<file path="src/sv/ilist_pkg.sv">
package ilist_pkg;

   typedef logic [1:0] func_type;
   typedef logic [1:0] status_type;
   typedef logic [1:0] cell_cmd_type;

   localparam func_type OP_READ   = 2'd0;
   localparam func_type OP_INSERT = 2'd1;
   localparam func_type OP_DELETE = 2'd2;
   localparam func_type OP_SEARCH = 2'd3;

   localparam status_type ST_OK       = 2'd0;
   localparam status_type ST_FULL     = 2'd1;
   localparam status_type ST_RANGE    = 2'd2;
   localparam status_type ST_NOTFOUND = 2'd3;

   // hold, shift up from left neighbor, shift down from right neighbor, rotate prefix
   localparam cell_cmd_type CMD_HOLD = 2'd0;
   localparam cell_cmd_type CMD_INS  = 2'd1;
   localparam cell_cmd_type CMD_DEL  = 2'd2;
   localparam cell_cmd_type CMD_ROT  = 2'd3;

   localparam int DATA_W = 32;

   typedef struct packed {
      cell_cmd_type             cmd;
      logic signed [DATA_W-1:0] value;
   } cell_ctl_type;

endpackage

</file>
<file path="src/sv/ilist_cell.sv">
module ilist_cell #(
   parameter int IDX_W = 8,
   parameter int INDEX = 0
) (
   input  logic                                clock,
   input  ilist_pkg::cell_ctl_type             ctl,
   input  logic [IDX_W-1:0]                    pos,
   input  logic [IDX_W-1:0]                    last,
   input  logic signed [ilist_pkg::DATA_W-1:0] left_data,
   input  logic signed [ilist_pkg::DATA_W-1:0] right_data,
   input  logic signed [ilist_pkg::DATA_W-1:0] head_data,
   output logic signed [ilist_pkg::DATA_W-1:0] data
);
   import ilist_pkg::*;

   localparam logic [IDX_W-1:0] IDX = INDEX[IDX_W-1:0];

   logic signed [DATA_W-1:0] data_ff;
   logic signed [DATA_W-1:0] data_in;

   always_comb begin
      data_in = data_ff;
      unique case (ctl.cmd)
         CMD_INS: begin
            if (IDX > pos) begin
               data_in = left_data;
            end else if (IDX == pos) begin
               data_in = ctl.value;
            end
         end
         CMD_DEL: begin
            if (IDX >= pos) begin
               data_in = right_data;
            end
         end
         CMD_ROT: begin
            if (IDX < last) begin
               data_in = right_data;
            end else if (IDX == last) begin
               data_in = head_data;
            end
         end
         default: begin
            data_in = data_ff;
         end
      endcase
   end

   always_ff @(posedge clock) begin
      data_ff <= data_in;
   end

   assign data = data_ff;

endmodule

</file>
<file path="config.mk">
export PLATFORM = sky130hd
export DESIGN_NAME = ilist_cell
export DESIGN_NICKNAME = d
export VERILOG_FILES = /design/src/sv/ilist_pkg.sv /design/src/sv/ilist_cell.sv
export SDC_FILE = /design/constraint.sdc
export NUM_CORES = 1
export LEC_CHECK = 0
export BUFFER_PORTS_ARGS = -buffer_cell sky130_fd_sc_hd__buf_2
export CAP_MARGIN = 25
export CORE_UTILIZATION = 41
export DETAILED_ROUTE_END_ITERATION = 8
export PLACE_DENSITY = 0.81
export SLEW_MARGIN = 20
export SYNTH_ARGS = -nofsm -noshare
export SYNTH_HDL_FRONTEND = slang
export SYNTH_SLANG_ARGS = --single-unit
</file>
<file path="constraint.sdc">
create_clock -name clock -period 3.4 [get_ports clock]
set_clock_uncertainty 0.05 [all_clocks]
set_input_delay 0 -clock clock [delete_from_list [all_inputs] [get_ports clock]]
set_output_delay 0 -clock clock [all_outputs]
set_load 0.005 [all_outputs]
</file>
# == After elaboration in Yosys (flattened, before gate mapping) ==
# Cells that the tools add are included.
# word_totals
register_bits,32
latch_bits,0
ram_bits,0
mem_bits_ro,0
input_bits,147
output_inout_bits,32
word_cells,20
n_memories,0
# classes
n_addsub,0
n_mul,0
n_div,0
n_lt_le_gt_ge,3
eq_ne,6
n_shift,0
n_mux,6
bitwise_logic,0
n_reduce_logical,4
# op_table
operator,n
two-way mux 32 bit,5
one-hot mux 32 bit (3 select lines),1
logical NOT 8 bit,2
greater-or-equal comparator 1 x 8 -> 1 bit (first input constant),1
> comparator 1 x 8 -> 1 bit (first input constant),1
< comparator 1 x 8 -> 1 bit (first input constant),1
!= test 3 bit (second input constant),2
equality test 2 bit (second input constant),2
AND reduction 4 bit,1
nonzero test 3 bit,1
equality test 2 x 1 -> 1 bit (second input constant),1
!= test 2 bit (second input constant),1

# == Longest topological paths before layout ==
# depth
depth_word,4
mapped_depth,6
depth_no_buf,3

# == Worst setup path before layout ==
# Ideal clock, no wire load.
# synth_timing
path_kind,input port to flip-flop
start,input pos[6]
end,"register data_ff[0], in the netlist data[0] (enable)"
setup_ps,425
arrival_time_ps,1988
t_required_ps,2925
setup_slack_ps,936
path_stages,2
n_path_buf,0
path_cell_list,or4_1 -> o21ai_1
# synth_via
elab_chain_cells,3
elab_cells_between_ends,6
cone_classes,order compare (2); eq/ne (2); reduce/logical (2)
# synth_lines
element,line,rtl
from (decl),ilist_cell.sv:7,"input logic [IDX_W-1:0] pos,"
"> comparator 1 x 8 -> 1 bit, or another cell as far along",ilist_cell.sv:25,if (IDX > pos) begin
!= test 3 bit (no source line) / != test 2 bit (equally long branches),--,
AND reduction 4 bit (no source line) *,--,
to (signal assigned),ilist_cell.sv:50,data_ff <= data_in;
to (decl),ilist_cell.sv:18,logic signed [DATA_W-1:0] data_ff;
# Every way passes the cells marked *; elsewhere a longest branch is shown, timed or not.
# A chain may end at the register's enable or synchronous reset.

# == Worst setup path after layout ==
# layout_timing
start,input ctl[32] (netlist name)
end,"register data_ff[22], in the netlist data[22] (enable)"
# layout_via
elab_chain_cells,3
elab_cells_between_ends,8
cone_classes,eq/ne (6); reduce/logical (2)
# layout_lines
element,line,rtl
from (decl),ilist_cell.sv:6,"input ilist_pkg::cell_ctl_type ctl,"
equality test 2 bit / equality test 2 x 1 -> 1 bit (equally long branches),ilist_cell.sv:23,unique case (ctl.cmd)
"!= test 3 bit (no source line), or another cell as far along",--,
AND reduction 4 bit (no source line) *,--,
# Marks and branches as above.

==> key figures <==
Timing
  • Final setup vio count: 0
  • FMAX: 0.580 GHz
  • Unrepaired setup endpoints after global routing: false
  • Final worst path period need: 1.72 ns
  • Final Hold Viols: 0
  • Rel. slew slack: 53.8%
  • Measured slew at the worst slew-check pin: approximately 0.69 ns
  • Post-Route Setup TNS: 0 ns
  • Fin. max-slew vios: 0
  • Final Cycle Share: 50.7%

Yosys
  • Count of cell types in the netlist: 20
  • Synth Instances: 225
  • Synth top area share: between 30% and 40%
  • Yosys Warn Count: 0
  • #FFs+latches synth: 32
  • Seq/Total Area, Yosys: between 30 and 40%
  • Synthesized net count: 372
  • Post-synth top area cell: edfxtp_1
  • Post-synthesis average cell area: around 11 um2
  • Synth top area cells: edfxtp_1 (39%), o211ai_2 (15%), mux2i_1 (13%)
  • Syn Std Cell Area: 0.00245 mm2

Critical path
  • CP startpoint: ctl[32]
  • Critical Path Sink Type: flip-flop
  • CP startpoint kind: input pin
  • Levels on crit path: 4
  • Req. time, crit path: 3.32 ns
  • Crit-path max cell delay: 0.54 ns
  • Worst path cell trace: buf_2 > o21ai_1 > o21ai_4 > buf_4
  • Critical path class: input pin to flip-flop
  • Highest-delay cell along the critical path: buf_2
  • Worst-path fanout max: 35
  • Crit path to: data[22]$_DFFE_PP_
  • WP data arrival: roughly 1.6 ns
  • CP top delay family: buffers and inverters
  • WP buf/inv: 2

Die
  • Row cnt: 27
  • Die Wd: 79.4 um
  • Core region area: 0.00564 mm2
  • Die ar.: 0.00630 mm2
  • Io pins: 179
  • Die height: 79.4 um
  • Initial Util: approximately 43%

Global routing
  • Largest net degree at the start of global routing: between 60 and 70
  • Vias in the first global route: 2623
  • First-pass GRT wire length: between 10000 and 15000 um
  • Grt ovf: 0
  • Initial antenna violation count: 0
  • Global Route Usage Sum: 23.8%

Pwr
  • Psw: 272 uW
  • Internal: ~760 uW
  • Clock power share: between 20% and 30%
  • Comb pwr share: a little over a quarter
  • Sequential share of power: 46.5%
  • VDD IR max: 0.000133 V
  • Cell Pwr Density: between 200 and 300 mW/mm2
  • Switching share of power: between 20% and 30%
  • Leakage power: 1.56 nW

Detailed routing
  • DRT Pass-1 Iters: 4
  • Routed len/inst: 15.7 um
  • Drt total wl: 7240 um
  • Initial DRC count: 94
  • Remaining DRCs: 0
  • Via density: 5.47
  • Antenna Nets Post-Route: 0
  • Via count: about 2.5k

Finish
  • Multi-input combinational cell area: 0.00133 mm2
  • NumNets Final: 536
  • Fraction of layout cells with a size suffix above 1: 49.2%
  • Max reg flops: 32
  • Commonest cells after routing, fill and taps aside: buf_2 (146), nand2_1 (32), edfxtp_1 (32)
  • Most common cell after layout, fill and taps aside: buf_2
  • N_diodes: 0
  • Synthesis-to-finish area growth: 44.3%
  • Fillers: 476
  • Final non-filler cell total: 462
  • Reg area: 961 um2

Clock network
  • CTS root buffer: clkbuf_8
  • Clock buffer depth: 2
  • Clock tree from TritonCTS: built
  • # resized after CTS: 0
  • H-tree Lvls: 2
  • Num CTS Buffers: 5
  • Clock slew at reported path FFs: 0.07 ns
  • CTS sink count: 32

Placement
  • Dpl cells: 423
  • Port bufs: 146
  • GP Congestion: about 0.75
  • Final HPWL DP: 4690 um

Run status
  • Status: complete, no violations

Job
  • Max-cap violations: 0

Hold path
  • Worst hold path startpoint: ctl[5]
  • Hold crit path type: input pin to flip-flop
Yosys cell counts, drive strengths merged:
library cell,count
edfxtp,32
nand2,32
mux2i,31
nand4,31
nor2b,31
o211ai,31
buf,22
nor4,3
o21ai,3
a211oi,2
and2,2
clkbuf,2
nor2,1
or3b,1
or4,1
repair_timing:
item                                   4_1_cts  5_1_grt
setup buffers                                0        0
endpoints found under the hold margin       30        0
hold buffers                                30        0
layout make-up:
class,instances,share of cell area (%)
multi-input combinational,169,37.5
timing repair buffer,181,30.5
sequential,32,27.1
tap,72,2.55
clock buffer,7,2.16
clock inverter,1,0.106
through the flow:
stage | hold slack [ns] | total power, mW | setup slack (ns) | util [%] | area (um2)
floorplan | 0.164 | 0.609 | 0.936 | - | 2450
finish | 0.00638 | 1.03 | 1.68 | 62.7 | 3540
global placement | 0.249 | 0.719 | 1.30 | 55.6 | 3140
global route | 0.00303 | 1.09 | 1.51 | 62.7 | 3540
CTS | 0.000339 | 1.03 | 1.52 | 62.4 | 3520
detailed placement | 0.256 | 0.728 | 1.22 | 55.6 | 3140
power groups by stage:
stage | Combinational (mW) | Sequential (mW) | Clock, mW
2_1_floorplan | 0.114 | 0.495 | 0
3_3_place_gp | 0.231 | 0.488 | 0
3_5_place_dp | 0.238 | 0.489 | 0
5_1_grt | 0.295 | 0.483 | 0.308
4_1_cts | 0.266 | 0.481 | 0.288
6_report | 0.270 | 0.481 | 0.283
per-layer routing:
metal	vias to the layer above	routed length (um)	part of all wire, %	global-route usage (%)
met2	126	3670	51	44.1
met5	-	0	0	0
met4	0	241	3.3	11.6
met3	25	524	7.2	5.98
met1	1181	2800	39	24.7
li1	1193	-	-	-
worst min-delay path by stage:
stage,end,slack [ns],depth (start not counted)
finish,data[5]$_DFFE_PP_,0.006,3
floorplan,data[0]$_DFFE_PP_,0.16,2
detailed placement,data[15]$_DFFE_PP_,0.26,3
CTS,data[5]$_DFFE_PP_,0.0003,3
global placement,data[1]$_DFFE_PP_,0.25,3
global route,data[26]$_DFFE_PP_,0.003,3
logic make-up after synthesis:
family                 after synthesis  synth area share, %
buffers and inverters               24                 7.24
AO/OA/AOI/OAI                       36                 16.8
multiplexers                        31                 12.6
AND/OR/NAND/NOR                    102                 24.1
flip-flops                          32                 39.2
Note: power is estimated with default switching activity, not from simulation.
